**src/design/hset_pkg.sv**
```systemverilog
// shared constants and types for the critical-edge tracker
`timescale 1ns / 1ps
package hset_pkg;
   localparam int NUM_VERTICES = 32;
   localparam int NUM_EDGES    = 64;
   localparam int MAX_LEVELS   = 32;
   localparam int VERT_W       = 5;
   localparam int LEVEL_W      = 5;
   localparam int CMD_W        = 3;
   localparam int COUNT_W      = 7;
   localparam int SET_W        = 32;

   typedef enum logic [CMD_W-1:0] {
      CMD_INIT    = 3'd0,
      CMD_LOAD    = 3'd1,
      CMD_CHECK   = 3'd2,
      CMD_ADD     = 3'd3,
      CMD_RESTORE = 3'd4,
      CMD_RSVD5   = 3'd5,
      CMD_RSVD6   = 3'd6,
      CMD_RSVD7   = 3'd7
   } cmd_type;

   typedef enum logic [1:0] {
      ST_IDLE = 2'd0,
      ST_READ = 2'd1,
      ST_EXEC = 2'd2,
      ST_DONE = 2'd3
   } state_type;

   localparam logic [1:0] REG_EDGE_COUNT = 2'd0;

   // request and result beats
   typedef struct packed {
      cmd_type              command;
      logic [VERT_W-1:0]    vertex;
      logic [NUM_EDGES-1:0] row_data;
      logic [SET_W-1:0]     member_set;
      logic [LEVEL_W-1:0]   level;
   } search_req_type;

   typedef struct packed {
      logic                 violates;
      logic [NUM_EDGES-1:0] uncovered;
      logic                 all_covered;
      logic                 error;
   } search_rsp_type;

   // broadcast from the sequencer to every cell
   typedef struct packed {
      logic                  clear;      // init: zero critical row
      logic                  add;        // add: strip hit, write overlay
      logic                  restore;    // restore: or overlay in
      logic                  set_own;    // write own critical row (added vertex)
      logic                  zero_own;   // clear own critical row (restored vertex)
      logic [VERT_W-1:0]     vertex;
      logic [SET_W-1:0]      members;
      logic [NUM_EDGES-1:0]  hit;
      logic [NUM_EDGES-1:0]  own_value;
      logic [NUM_EDGES-1:0]  test;
   } cell_ctl_type;

   function automatic logic [NUM_EDGES-1:0] edge_mask(input logic [COUNT_W-1:0] n);
      logic [NUM_EDGES-1:0] m;
      m = '0;
      for (int i = 0; i < NUM_EDGES; i++) begin
         if (COUNT_W'(i) < n) begin
            m[i] = 1'b1;
         end
      end
      return m;
   endfunction
endpackage

```
**src/design/hset_cell.sv**
```systemverilog
// one vertex cell: critical row, violation flag, undo overlays for all levels
`timescale 1ns / 1ps
module hset_cell (
   input  logic                                clock,
   input  logic                                reset,
   input  logic [hset_pkg::VERT_W-1:0]         index,
   input  hset_pkg::cell_ctl_type              ctl,
   input  logic [hset_pkg::LEVEL_W-1:0]        level,
   input  logic                                viol_chain,
   output logic                                viol_out,
   output logic [hset_pkg::NUM_EDGES-1:0]      crit_out
);
   logic [hset_pkg::NUM_EDGES-1:0] crit_ff, crit_in;
   logic [hset_pkg::NUM_EDGES-1:0] overlay_mem [hset_pkg::MAX_LEVELS];
   logic [hset_pkg::NUM_EDGES-1:0] overlay_rd_ff;
   logic member;
   logic own;

   assign member = ctl.members[index];
   assign own    = (ctl.vertex == index);
   // violation ripples along the row; each cell or-s its own term
   assign viol_out = viol_chain | (member & ((crit_ff & ~ctl.test) == '0));
   assign crit_out = crit_ff;

   always_comb begin
      crit_in = crit_ff;
      priority if (ctl.clear) begin
         crit_in = '0;
      end else if (ctl.add) begin
         if (own && ctl.set_own) begin
            crit_in = ctl.own_value;
         end else if (member) begin
            crit_in = crit_ff & ~ctl.hit;
         end
      end else if (ctl.restore) begin
         if (own && ctl.zero_own) begin
            crit_in = '0;
         end else if (member) begin
            crit_in = crit_ff | overlay_rd_ff;
         end
      end
   end

   always_ff @(posedge clock) begin
      if (reset) begin
         crit_ff <= '0;
      end else begin
         crit_ff <= crit_in;
      end
   end

   always_ff @(posedge clock) begin
      overlay_rd_ff <= overlay_mem[level];
      if (ctl.add) begin
         overlay_mem[level] <= member ? (crit_ff & ctl.hit) : '0;
      end
   end
endmodule

```
**config.mk**
```make
export PLATFORM = sky130hd
export DESIGN_NAME = hset_cell
export DESIGN_NICKNAME = d
export VERILOG_FILES = /design/src/design/hset_pkg.sv /design/src/design/hset_cell.sv
export SDC_FILE = /design/constraint.sdc
export NUM_CORES = 2
export LEC_CHECK = 0
export BUFFER_PORTS_ARGS = -buffer_cell sky130_fd_sc_hd__buf_2
export CAP_MARGIN = 30
export CORE_MARGIN = 2
export CORE_UTILIZATION = 30
export CTS_CLUSTER_SIZE = 24
export DETAILED_ROUTE_END_ITERATION = 7
export PLACE_DENSITY_LB_ADDON = 0.2
export REMOVE_ABC_BUFFERS = 1
export SYNTH_ARGS = -nofsm -noshare
export SYNTH_HDL_FRONTEND = slang
export SYNTH_SLANG_ARGS = --single-unit
```
**constraint.sdc**
```tcl
create_clock -name clock -period 4.9 [get_ports clock]
set_input_delay 0.49 -clock clock [delete_from_list [all_inputs] [get_ports clock]]
set_output_delay 0.49 -clock clock [all_outputs]
set_load 0.03 [all_outputs]
```
# == Word-level counts from Yosys, hierarchy flattened ==
# Memory sizes are Yosys's and may differ from the RTL's. A register that Yosys moved wholly into a read port is not among the register bits.
# Index checks and enable logic that the tools add are counted.
# totals
latch_bits,0
romBits,0
ff_bits,64
in_bits,247
out_inout_bits,65
elab_cells,31
ramBits,2048
mem_count,1
# classes
reduce_logical,7
multipliers,0
add_sub_neg,0
eq_ne,2
order_cmp,1
n_bitwise,8
shifts,0
muxes,11
div_mod_pow,0
# memory_table
name,words,word_bits,read_ports,rd_ports_with_merged_regs,write_ports,line,text
overlay_mem,32,64,1,1,1,hset_cell.sv:14,logic [hset_pkg::NUM_EDGES-1:0] overlay_mem [hset_pkg::MAX_LEVELS];
# op_table
cell,n
$mux W64,7
$and A64 B64 Y64,3
$not A64 Y64,2
$logic_not A64 Y1,1
$or A64 B64 Y64,1
$lt A5 B6 Y1 const B,1
$bmux W1 S5,1
$eq A5 B5 Y1,1
$mux W1,3
$ne A3 B1 Y1 const B,1
$reduce_and A3 Y1,1
$reduce_bool A3 Y1,1
$logic_and A1 B1 Y1,2
$reduce_bool A2 Y1,1
$reduce_or A2 Y1,1
$and A1 B1 Y1,1
$or A1 B1 Y1,1

# == Depth between registers and ports, before layout ==
# depth
ltp_word,6
depth_mapped,10
ltp_nobuf,6

# == Worst setup path before layout ==
# OpenSTA, ideal clock, no wires.
# synth_path
kind,input-to-reg
startpoint,in level[0] (netlist name)
endpoint,mem overlay_mem[0][0] (netlist name) (enable)
arrival_time_ns,4.357
stages,7
path_slack_ns,0.057
n_path_buf,5
setup_time_ns,0.486
required_time_ns,4.414
cell_sequence,clkbuf_1 > buf_2 > clkbuf_1 > buf_2 > or3b_1 > clkbuf_1 > nor2_1
# synth_lines
item,line,text
start: declaration,hset_cell.sv:8,"input logic [hset_pkg::LEVEL_W-1:0] level,"
end: declaration,hset_cell.sv:14,
# Straight into the memory's write port.

# == Worst setup path after layout ==
# layout_path
startpoint,"reg crit_ff, in the netlist crit_out[38]"
endpoint,out viol_out
# layout_via
elab_chain_cells,4
# layout_rtl
item,line,text
start: declaration,hset_cell.sv:13,"logic [hset_pkg::NUM_EDGES-1:0] crit_ff, crit_in;"
start signal: assignment,hset_cell.sv:48,crit_ff <= crit_in;
$and A64 B64 Y64,hset_cell.sv:22,assign viol_out = viol_chain | (member & ((crit_ff & ~ctl.test) == '0));
$logic_not A64 Y1,hset_cell.sv:22,
$and A1 B1 Y1,hset_cell.sv:22,
$or A1 B1 Y1,hset_cell.sv:22,
end: declaration,hset_cell.sv:10,"output logic viol_out,"
# Every way passes these cells.

==> summary.txt <==
Drt drc - 0
Number of global-route vias before repair - 44360
Largest net degree at the start of global routing - 129
Worst Setup Start Kind - flip-flop
Status - completed
Top post-synthesis cells by area - edfxtp_1 74%, mux4_2 14%, dfxtp_1 3.1%
Fmax - 0.2170 GHz
Fin crit period - 4.608 ns
P per Cell Area - 392.8 nW/um^2
Clock-pin slew on the worst setup and hold paths - 0.06 ns
Synthesized instance count - 3933
Worst skew pair latency - 0.87 ns
Area leader, netlist - edfxtp_1
Seq/Total Area, Yosys - 76.76%
Routability cong. - 0.7523
Final Instance Area - 98470 sq um
Antenna Violating Nets Remaining - 0
Root buf cell - clkbuf_16
Final Total Pwr - 38.68 mW
Peak VDD IR - 385.5 uV
Compound-Gate Fraction of Synth Area - 4.438%
Async SR Flop Fraction - 0%
Total global routing overflow - 0
XOR/XNOR share of the synthesized area - 0.03148%
Routed WL - 273.3 mm
H-Tree Depth - 4
Post-Syn Area - 83460 sq um
Final Hold Viols - 0
Ys flop type - edfxtp_1
Clock Tree Buf Depth - 3
Final setup fails - 0
Critical path endpoint category - output pin
Iteration-0 DRC Markers - 4914
Netlist cell types - 41
CP required - 4.41 ns
Cell with the most instances after synthesis - edfxtp_1
CORE AREA - 276500 sq um
CTS Buf Count - 221
Pins over their slew limit - 0
Initial Util - 30.18%
Area post-placement - 90740 sq um
Postcts setup bufs - 0
Initial antenna violation count - 24
Sink Count - 2176
Port bufs - 311
Die height - 531.4 um
Die Width - 531.4 um
Global Route Usage Sum - 18.94%
Yosys reg bits - 2176
I/O pin count - 312
Area Growth Syn to Fin - 17.99%
Pleak - 33.01 nW
Number of synthesis warnings - 0
Adder-Cell Fraction of Synth Area - 0%
RSZ-0062 raised after global routing - false
Post-synth top area share - 73.69%
Final nets - 4676
Fillers - 25610
Via Count - 43930
Avg WL per Cell - 32.76 um
Crit Path Class - flip-flop to output pin
Proportion of layout cells with a drive suffix above 1 - 29.54%
Worst-Margin Slew - 1.044 ns
Avg Cell Area, Syn - 21.22 sq um
Post-synth EDFFs - 2048
Commonest cells post-synth - 2048 x edfxtp_1, 512 x mux4_2, 260 x a22oi_1, 145 x clkbuf_1, 128 x dfxtp_1
Core Rows - 193
Clock skew - 0.02680 ns
Largest family of logic cells by synthesized area - multiplexers
First-pass GRT wire length - 372.9 mm
Die footprint - 282400 sq um
CP arrival - 4.12 ns
Simple-gate share of the synthesized area - 2.372%
Hpwl dp - 150.7 mm
Max-slew headroom - 30.42%
Worst Hold Class - input port to flip-flop
Vias per cell - 5.265
Maximum fanout along the worst path - 5
Multiplexer area fraction after synthesis - 14.79%
CTS tree - done
Max-Cap Viols - 0
Part of the cycle the worst path needs - 94.04%
First drt pass iteration count - 5
## power by group
part	internal (mW)	switching [mW]
registers	20.3	0.0942
logic	0.742	1.18
clock network	9.18	7.23
## final cells by class
cell class | count | area (sq um) | share of cell area, %
sequential | 2176 | 64060 | 65.06
multi-input combinational | 1448 | 18390 | 18.67
clock buffer | 306 | 6155 | 6.250
tap | 3705 | 4636 | 4.708
timing repair buffer | 516 | 4106 | 4.170
clock inverter | 109 | 834.6 | 0.8475
inverter | 66 | 247.7 | 0.2516
antenna | 17 | 42.54 | 0.04320
## critical path: stages (launching register included)
cell	delay, ns
dfxtp_1	0.34
inv_1	0.15
o22ai_1	0.23
buf_6	0.22
buf_4	0.14
a221oi_1	0.54
nand4_1	0.39
nor3_2	0.67
buf_4	0.22
a21o_1	0.14
buf_2	0.20
## flip-flops by register name, indices dropped and copies added (netlist names)
name,cells
overlay_mem,2048
overlay_rd_ff,64
crit_out,64
## routing by layer
metal | global-route usage (%) | wire, um | vias to the layer above
met5 | 0 | 0 | -
met3 | 2.790 | 15180 | 317
li1 | - | - | 17770
met1 | 26.50 | 119800 | 24270
met2 | 31.05 | 132300 | 1563
met4 | 4.511 | 6051 | 0
## worst paths after layout
check	from	to	slack, ns	depth (start not counted)
hold reg to reg	crit_out[6]	crit_out[6]	0.46	2
setup / recovery	crit_out[38]	viol_out	0.29	10
setup reg to reg	crit_out[5]	overlay_mem[20][5]	2.80	1
hold / removal	ctl[97]	crit_out[33]	0.05	4
## through the flow
step / utilization (%) / instances / setup WS, ns / TNS, ns / hold WS, ns
final: 35.61 / 8343 / 0.2919 / 0 / 0.05395
after global routing: 35.60 / 8330 / 0.2796 / 0 / 0.04702
after CTS: 35.47 / 8312 / 0.1893 / 0 / 0.0009627
after detailed placement: 32.82 / 7864 / 0.8100 / 0 / 0.4587
after global placement: 32.81 / 7860 / 0.5283 / 0 / 0.4501
after floorplan: - / 3690 / -2.425 / -155.19 / 0.5989
## cells by family after synthesis
logic type	count (synthesis)
xor gates and xnor gates	3
and+or+nand+nor	359
muxes	593
buffers and inverters	309
AOI/OAI and AO/OA	493
DFF	2176
## cells in the final DEF (no fill, tap or decap), drive strengths merged, types with 6 or more instances in the layout
cell	netlist	layout
dlygate4sd3	0	33
clkbuf	151	311
dfxtp	128	128
o22ai	25	25
nand4	68	68
bufinv	0	8
mux4	512	512
a221oi	8	8
and3	67	67
o21ai	64	64
diode	0	17
nand2	91	91
mux2i	81	81
a22oi	260	260
nand3b	50	50
buf	92	478
nand3	6	6
a22o	64	64
nor2	40	40
o32ai	64	64
nand2b	17	17
clkinvlp	0	7
clkinv	0	88
edfxtp	2048	2048
inv	66	72
## repair_timing
action	in CTS	in global routing
resized for setup	1	0
setup endpoints to repair	1	0
hold endpoints to repair	30	0
hold buffers	33	0
(Power assumes the default switching activity.)
