**config.mk**
```make
export PLATFORM = sky130hd
export DESIGN_NAME = hset_seq
export DESIGN_NICKNAME = d
export VERILOG_FILES = /design/src/design/hset_pkg.sv /design/src/design/hset_seq.sv
export SDC_FILE = /design/constraint.sdc
export NUM_CORES = 2
export LEC_CHECK = 0
export BUFFER_PORTS_ARGS = -buffer_cell sky130_fd_sc_hd__buf_2
export CAP_MARGIN = 20
export CORE_ASPECT_RATIO = 1.75
export CORE_MARGIN = 5
export CORE_UTILIZATION = 55
export CTS_CLUSTER_DIAMETER = 50
export DETAILED_ROUTE_END_ITERATION = 8
export HOLD_SLACK_MARGIN = 0.06
export PLACE_DENSITY = 0.76
export SLEW_MARGIN = 25
export SYNTH_ARGS = -nofsm -noshare
export SYNTH_HDL_FRONTEND = slang
export SYNTH_SLANG_ARGS = --single-unit
```
**constraint.sdc**
```tcl
create_clock -name clock -period 15 [get_ports clock]
set_clock_uncertainty 0.1 [all_clocks]
set_input_delay 0 -clock clock [delete_from_list [all_inputs] [get_ports clock]]
set_output_delay 0 -clock clock [all_outputs]
set_load 0.05 [all_outputs]
```
**src/design/hset_pkg.sv**
```systemverilog
// shared constants and types for the critical-edge tracker
`timescale 1ns / 1ps
package hset_pkg;
   localparam int NUM_VERTICES = 32;
   localparam int NUM_EDGES    = 64;
   localparam int MAX_LEVELS   = 32;
   localparam int VERT_W       = 5;
   localparam int LEVEL_W      = 5;
   localparam int CMD_W        = 3;
   localparam int COUNT_W      = 7;
   localparam int SET_W        = 32;

   typedef enum logic [CMD_W-1:0] {
      CMD_INIT    = 3'd0,
      CMD_LOAD    = 3'd1,
      CMD_CHECK   = 3'd2,
      CMD_ADD     = 3'd3,
      CMD_RESTORE = 3'd4,
      CMD_RSVD5   = 3'd5,
      CMD_RSVD6   = 3'd6,
      CMD_RSVD7   = 3'd7
   } cmd_type;

   typedef enum logic [1:0] {
      ST_IDLE = 2'd0,
      ST_READ = 2'd1,
      ST_EXEC = 2'd2,
      ST_DONE = 2'd3
   } state_type;

   localparam logic [1:0] REG_EDGE_COUNT = 2'd0;

   // request and result beats
   typedef struct packed {
      cmd_type              command;
      logic [VERT_W-1:0]    vertex;
      logic [NUM_EDGES-1:0] row_data;
      logic [SET_W-1:0]     member_set;
      logic [LEVEL_W-1:0]   level;
   } search_req_type;

   typedef struct packed {
      logic                 violates;
      logic [NUM_EDGES-1:0] uncovered;
      logic                 all_covered;
      logic                 error;
   } search_rsp_type;

   // broadcast from the sequencer to every cell
   typedef struct packed {
      logic                  clear;      // init: zero critical row
      logic                  add;        // add: strip hit, write overlay
      logic                  restore;    // restore: or overlay in
      logic                  set_own;    // write own critical row (added vertex)
      logic                  zero_own;   // clear own critical row (restored vertex)
      logic [VERT_W-1:0]     vertex;
      logic [SET_W-1:0]      members;
      logic [NUM_EDGES-1:0]  hit;
      logic [NUM_EDGES-1:0]  own_value;
      logic [NUM_EDGES-1:0]  test;
   } cell_ctl_type;

   function automatic logic [NUM_EDGES-1:0] edge_mask(input logic [COUNT_W-1:0] n);
      logic [NUM_EDGES-1:0] m;
      m = '0;
      for (int i = 0; i < NUM_EDGES; i++) begin
         if (COUNT_W'(i) < n) begin
            m[i] = 1'b1;
         end
      end
      return m;
   endfunction
endpackage

```
**src/design/hset_seq.sv**
```systemverilog
// command sequencer: decode, incidence memory, uncovered set, result register
`timescale 1ns / 1ps
module hset_seq (
   input  logic                              clock,
   input  logic                              reset,
   input  logic                              req_valid,
   output logic                              req_ready,
   input  logic [hset_pkg::CMD_W-1:0]        req_command,
   input  logic [hset_pkg::VERT_W-1:0]       req_vertex,
   input  logic [hset_pkg::NUM_EDGES-1:0]    req_row_data,
   input  logic [hset_pkg::SET_W-1:0]        req_member_set,
   input  logic [hset_pkg::LEVEL_W-1:0]      req_level,
   output logic                              rsp_valid,
   input  logic                              rsp_ready,
   output logic                              rsp_violates,
   output logic [hset_pkg::NUM_EDGES-1:0]    rsp_uncovered,
   output logic                              rsp_all_covered,
   output logic                              rsp_error,
   input  logic [hset_pkg::COUNT_W-1:0]      edge_count,
   output hset_pkg::cell_ctl_type            ctl,
   output logic [hset_pkg::LEVEL_W-1:0]      level,
   input  logic                              violation,
   input  logic [hset_pkg::NUM_EDGES-1:0]    own_crit
);
   hset_pkg::state_type state_ff, state_in;
   logic [hset_pkg::CMD_W-1:0]     cmd_ff;
   logic [hset_pkg::VERT_W-1:0]    vert_ff;
   logic [hset_pkg::NUM_EDGES-1:0] row_ff;
   logic [hset_pkg::SET_W-1:0]     set_ff;
   logic [hset_pkg::LEVEL_W-1:0]   lvl_ff;
   logic [hset_pkg::NUM_EDGES-1:0] unc_ff, unc_in;
   logic [hset_pkg::NUM_EDGES-1:0] inc_mem [hset_pkg::NUM_VERTICES];
   logic [hset_pkg::NUM_EDGES-1:0] inc_rd_ff;
   logic                           out_valid_ff;
   logic                           out_viol_ff, out_err_ff;
   logic [hset_pkg::NUM_EDGES-1:0] out_unc_ff;
   logic                           accept, exec, err, is_member;
   logic                           do_clear, do_add, do_restore, do_load;
   logic [hset_pkg::NUM_EDGES-1:0] mask;

   assign accept = req_valid & req_ready;
   assign mask   = hset_pkg::edge_mask(edge_count);
   assign is_member = set_ff[vert_ff];
   assign level  = lvl_ff;

   always_comb begin
      state_in = state_ff;
      unique case (state_ff)
         hset_pkg::ST_IDLE: if (accept) state_in = hset_pkg::ST_READ;
         hset_pkg::ST_READ: state_in = hset_pkg::ST_EXEC;
         hset_pkg::ST_EXEC: state_in = hset_pkg::ST_DONE;
         hset_pkg::ST_DONE: if (!out_valid_ff || rsp_ready) state_in = hset_pkg::ST_IDLE;
         default: state_in = hset_pkg::ST_IDLE;
      endcase
   end

   always_comb begin
      req_ready = 1'b0;
      exec      = 1'b0;
      unique case (state_ff)
         hset_pkg::ST_IDLE: req_ready = 1'b1;
         hset_pkg::ST_EXEC: exec = 1'b1;
         default: ;
      endcase
   end

   // precondition check, valid in the execute step
   always_comb begin
      err = 1'b0;
      unique case (hset_pkg::cmd_type'(cmd_ff))
         hset_pkg::CMD_INIT:  err = 1'b0;
         hset_pkg::CMD_LOAD:  err = 1'b0;
         hset_pkg::CMD_CHECK: err = is_member || (own_crit != '0);
         hset_pkg::CMD_ADD:   err = is_member || (own_crit != '0);
         hset_pkg::CMD_RESTORE: err = is_member || ((unc_ff & own_crit) != '0);
         default: err = 1'b1;
      endcase
   end

   assign do_clear   = exec && (cmd_ff == hset_pkg::CMD_INIT);
   assign do_load    = exec && (cmd_ff == hset_pkg::CMD_LOAD);
   assign do_add     = exec && !err && (cmd_ff == hset_pkg::CMD_ADD);
   assign do_restore = exec && !err && (cmd_ff == hset_pkg::CMD_RESTORE);

   always_comb begin
      ctl.clear     = do_clear;
      ctl.add       = do_add;
      ctl.restore   = do_restore;
      ctl.set_own   = do_add;
      ctl.zero_own  = do_restore;
      ctl.vertex    = vert_ff;
      ctl.members   = set_ff;
      ctl.hit       = inc_rd_ff;
      ctl.own_value = inc_rd_ff & unc_ff;
      ctl.test      = inc_rd_ff & ~unc_ff;
   end

   always_comb begin
      unc_in = unc_ff;
      priority if (do_clear) begin
         unc_in = mask;
      end else if (do_add) begin
         unc_in = unc_ff & ~inc_rd_ff;
      end else if (do_restore) begin
         unc_in = unc_ff | own_crit;
      end
   end

   always_ff @(posedge clock) begin
      if (reset) begin
         state_ff     <= hset_pkg::ST_IDLE;
         unc_ff       <= {hset_pkg::NUM_EDGES{1'b1}};
         out_valid_ff <= 1'b0;
      end else begin
         state_ff <= state_in;
         unc_ff   <= unc_in;
         if (exec) begin
            out_valid_ff <= 1'b1;
         end else if (rsp_ready) begin
            out_valid_ff <= 1'b0;
         end
      end
   end

   always_ff @(posedge clock) begin
      if (accept) begin
         cmd_ff  <= req_command;
         vert_ff <= req_vertex;
         row_ff  <= req_row_data;
         set_ff  <= req_member_set;
         lvl_ff  <= req_level;
      end
      inc_rd_ff <= inc_mem[vert_ff];
      if (do_load) begin
         inc_mem[vert_ff] <= row_ff & mask;
      end
      if (exec) begin
         out_viol_ff <= !err && (cmd_ff == hset_pkg::CMD_CHECK) && violation;
         out_err_ff  <= err;
         out_unc_ff  <= unc_in;
      end
   end

   assign rsp_valid       = out_valid_ff;
   assign rsp_violates    = out_viol_ff;
   assign rsp_uncovered   = out_unc_ff;
   assign rsp_all_covered = (out_unc_ff == '0);
   assign rsp_error       = out_err_ff;
endmodule

```
# After elaboration in Yosys (flattened, before gate mapping)
# Memory sizes are Yosys's and may differ from the RTL's. A register that Yosys moved wholly into a read port is not among the register bits.
# Index checks and enable logic that the tools add are counted.
# totals
regBits	242
mem_bits_rw	2048
in_bits	185
out_inout_bits	308
word_cells	195
mem_count	1
# op_classes
magnitude_cmp	65
eq_ne	9
mux	79
n_bitwise	9
reduce_logical	21
# memory_table
memory	words	width	rd	rd_ports_with_merged_regs	write_ports	line_no	text
inc_mem	32	64	1	1	1	hset_seq.sv:32	logic [hset_pkg::NUM_EDGES-1:0] inc_mem [hset_pkg::NUM_VERTICES];
# ops
cell	count
$and A64 B64 Y64	5
$lt A6 B7 Y1 const A	32
$mux W64	3
$not A64 Y64	2
$reduce_bool A64 Y1	2
$lt A5 B7 Y1 const A	16
$mux W1	71
$logic_not A64 Y1	1
$or A64 B64 Y64	1
$lt A4 B7 Y1 const A	8
$lt A3 B7 Y1 const A	4
$lt A1 B7 Y1 const A	2
$lt A2 B7 Y1 const A	2
$pmux W2 S4	1
$logic_and A1 B1 Y1	7
$eq A3 B2 Y1 const B	2
$lt A5 B6 Y1 const B	1
$bmux W1 S5	1
$eq A2 B2 Y1 const B	2
$mux W2	2
$ne A2 B2 Y1 const B	2
$reduce_or A2 Y1	2
$eq A3 B1 Y1 const B	1
$eq A3 B3 Y1 const B	1
other kinds (9)	12

# Depth between registers and ports, before layout
# logic_depth
ltp_word	10
mapped_depth	12

# Worst setup path after synthesis
# No wires, ideal clock.
# synth_path
path_type	register to register
start	register state_ff[0]
end	memory inc_mem[11][0] (netlist bit), enable pin
setup_ns	0.487
arrival_time_ns	5.571
required_ns	14.413
path_slack_ns	8.843
path_stages_with_launch	7
n_path_buf	0
synth_period_minus_slack_ns	6.157
path_cell_list	dfxtp_1 inv_1 ha_1 nand2_1 nor3_1 nand3_1 nor2_1
# synth_between
elab_chain_len	5
# synth_rtl
element	line_no	text
start: declaration	hset_seq.sv:25	hset_pkg::state_type state_ff, state_in;
start signal: assignment	hset_seq.sv:111	state_ff <= hset_pkg::ST_IDLE;
start signal: assignment	hset_seq.sv:115	state_ff <= state_in;
$eq A2 B2 Y1	hset_seq.sv:60	unique case (state_ff)
$mux W1	hset_seq.sv:60	
net exec	hset_seq.sv:37	logic accept, exec, err, is_member;
$logic_and A1 B1 Y1	hset_seq.sv:81	assign do_load = exec && (cmd_ff == hset_pkg::CMD_LOAD);
$mux W1	hset_seq.sv:134	if (do_load) begin
$mux W1 (not written as such)	hset_seq.sv:135	inc_mem[vert_ff] <= row_ff & mask;
end: declaration	hset_seq.sv:32	
# The timed path passes the listed nets, and every way through them passes these cells.

==> impl_metrics.ini <==
[global_route]
grt_remaining_overflow = 0
grt_pass1_wl_mm = 415
track_usage_pct = 35.2
grt_pass1_vias = 52100
antenna_found_initial = 51
grt_max_degree = 129

[synth]
avgSynthCellArea_um2 = 21.0
synth.most_common_cell = edfxtp_1
ys_ff_latch = 2354
synth_area_um2 = 89500
synth.top_cell.area_share_pct = 74.6
synth_fp_nets = 4454
netlist_top_cells_count = edfxtp_1 (2223), mux4_2 (516), a22oi_1 (242)
synth_cells = 4266
async_flop_share_pct = 0
ys.flop_type = edfxtp_1
synthTopCellsByArea = edfxtp_1 (75%), mux4_2 (13%), dfxtp_1 (2.9%)
synth.distinct_cells = 55
synth_edf_count = 2223
yosysSeqAreaShare_pct = 77.5
yosysWarnings = 0
yosys.area.top_type = edfxtp_1

[power]
p_leak_uw = 0.0343
pwr_density_cell_nw_per_um2 = 162
vdd_drop_max_mv = 0.129
power_uw = 17100

[worst_setup_path]
crit_slowest_cell = nor4_1
cp-start-kind = flip-flop
r2r-end = unc_ff[12]
criticalPathCategory = flip-flop to primary output
endpoint = ctl[229]
cp-startpoint = unc_ff[57]
reg2reg_from = unc_ff[57]
cp_data_required_time_ns = 14.90
cp-end-kind = primary output
worstRegToRegCells = 12
rrSetupSlack_ns = 9.95
path_max_fanout = 46
cp_cell_sequence = buf_4 -> a22o_1 -> a221oi_1 -> dlygate4sd3_1 -> nand4_1 -> dlygate4sd3_1 -> nor4_1 -> and3_2 -> buf_4 -> buf_2
max_stage_delay_ns = 0.75
crit_arrival_ns = 5.27

[sta]
worst_pin_slew_ns = 1.20
hold_viol_final = 0
setup_tns_ns = 0
fin_crit_sh_pct = 35.8
period_needed_ns = 5.37
hold_ws_ns = 0.0977
maxSlewViolCount = 0
slew_headroom_pct = 19.9
setup_viol_count_final = 0
timing.fmax_ghz = 0.186
rsz0062_at_grt = false

[routing]
via_count = 52800
top_layer_used = met5
routed_wl_mm = 302
final_antenna_net_count = 0
drc = 0
dr.pass1.iters = 5
wl_met1_mm = 92.6
viasPerCell = 6.94
met2WireLength_mm = 136
wl_met3_mm = 50.8
drt_iter0_markers = 8186
wl_per_cell_um = 39.7

[floorplanning]
rows = 195
die_y_um = 544
io_pins = 493
start_util_pct = 55.4
core_area_um2 = 162000
die_area_um2 = 171000
die_w_um = 315

[placed_design]
routabilityCongestion = 0.957
io_buffers = 492
placed_cells_incl_taps = 6833
dp_hpwl_mm = 177

[final_layout]
drive_gt1_share_pct = 30.1
final_net_count = 5396
area_growth_pct = 18.2
fin_util_pct = 65.5
final_cells = 7598

[min_path]
min-delay-path-class = input pin to flip-flop
hold_path_depth = 3

[cts]
cts_tree = done
cts_resized = 0
clkSinkCount = 2354
clk_pin_slew_ns = 0.07
clockBufferDepth = 4
h-tree-depth = 4
clk_latency_ns = 0.86
cts_root_buffer = clkbuf_16
cts_made_buffers = 210

[flow_run]
drv_cap = 0

[status]
status = complete, no violations
==> layout make-up <==
type	count	area, µm²
Tap cell	2167	2710
Multi-Input combinational cell	1641	19600
Sequential cell	2354	69400
Clock buffer	272	5620
Inverter	38	143
Fill cell	10200	55800
Antenna cell	50	125
Timing Repair Buffer	963	6970
Clock inverter	113	1220
==> cell usage in the layout (no fill, tap or decap), types with 16 or more instances in the layout <==
| cell type | instances |
|---|---|
| clkinv_2 | 33 |
| mux4_2 | 516 |
| a221oi_1 | 49 |
| a21oi_1 | 47 |
| o21ai_0 | 30 |
| bufinv_16 | 19 |
| buf_2 | 492 |
| nor4_1 | 32 |
| dfxtp_1 | 131 |
| clkbuf_1 | 49 |
| a2111o_1 | 16 |
| inv_1 | 37 |
| edfxtp_1 | 2223 |
| a22o_1 | 18 |
| and2_1 | 75 |
| clkbuf_16 | 210 |
| or3_1 | 23 |
| nand2_1 | 91 |
| clkinv_1 | 29 |
| nand4_1 | 75 |
| nor2_1 | 56 |
| a211o_1 | 17 |
| dlygate4sd3_1 | 328 |
| buf_4 | 124 |
| or2_2 | 38 |
| nor2b_1 | 79 |
| diode_2 | 50 |
| a22oi_1 | 242 |
| nor2_4 | 33 |
==> flip-flops by register name, indices dropped and copies added (netlist names) <==
signal	count
unc_ff	64
rsp_error	1
rsp_violates	1
level	5
rsp_uncovered	64
inc_rd_ff	64
set_ff	32
vert_ff	5
row_ff	64
rsp_valid	1
state_ff	2
inc_mem	2048
cmd_ff	3
==> critical path: cells and delay by family, from the launching register on <==
family / cells / cell delay (ns)
AO/OA/AOI/OAI: 2 / 0.43
buffers and inverters: 5 / 2.34
flip-flops: 1 / 0.30
AND/OR/NAND/NOR: 3 / 1.24
==> logic make-up (layout without fill, tap and decap cells) <==
| family | count (synthesis) | after routing | synth area share [%] |
|---|---|---|---|
| AND/OR/NAND/NOR | 589 | 589 | 3.61 |
| buffers and inverters | 271 | 1386 | 1.23 |
| flip-flops | 2354 | 2354 | 77.5 |
| AO/OA/AOI/OAI | 514 | 514 | 4.33 |
| adder cells (fa/ha/maj) | 3 | 3 | 0.0420 |
| multiplexers | 535 | 535 | 13.3 |
| other | 0 | 50 | 0 |
==> metrics by stage <==
| step | worst slack, ns | instance area, µm² |
|---|---|---|
| finish | 9.63 | 106000 |
| global route | 9.45 | 106000 |
| CTS | 9.73 | 105000 |
| detailed placement | 10.20 | 95400 |
| global placement | 10.29 | 95200 |
| floorplan | 8.84 | 89500 |
==> layer usage <==
layer	vias up	GRT usage, %
met5	-	1.08
met4	18	20.8
met3	1135	17.1
met2	5185	52.4
met1	26600	41.8
li1	19900	-
==> how the worst min path moves through the flow <==
| stage | from | to | slack, ns |
|---|---|---|---|
| 5_1_grt | violation | rsp_violates | 0.09 |
| 4_1_cts | own_crit[48] | rsp_uncovered[48] | 0.06 |
| 6_report | own_crit[22] | rsp_uncovered[22] | 0.1 |
| 3_5_place_dp | req_row_data[42] | row_ff[42] | 0.08 |
| 3_3_place_gp | req_member_set[30] | set_ff[30] | 0.08 |
| 2_1_floorplan | req_command[0] | cmd_ff[0] | -0.001 |
==> what timing repair did <==
action	4_1_cts	5_1_grt
hold buffers	328	0
buffers inserted	0	0
hold endpoints to repair	298	0
==> report_power, final <==
group | total (µW) | switching, µW | internal (µW)
Combinational | 3520 | 2430 | 1080
Clock | 5430 | 2430 | 3000
Sequential | 8160 | 452 | 7710
Total | 17100 | 5310 | 11800
Power figures use the tool's default switching activity.
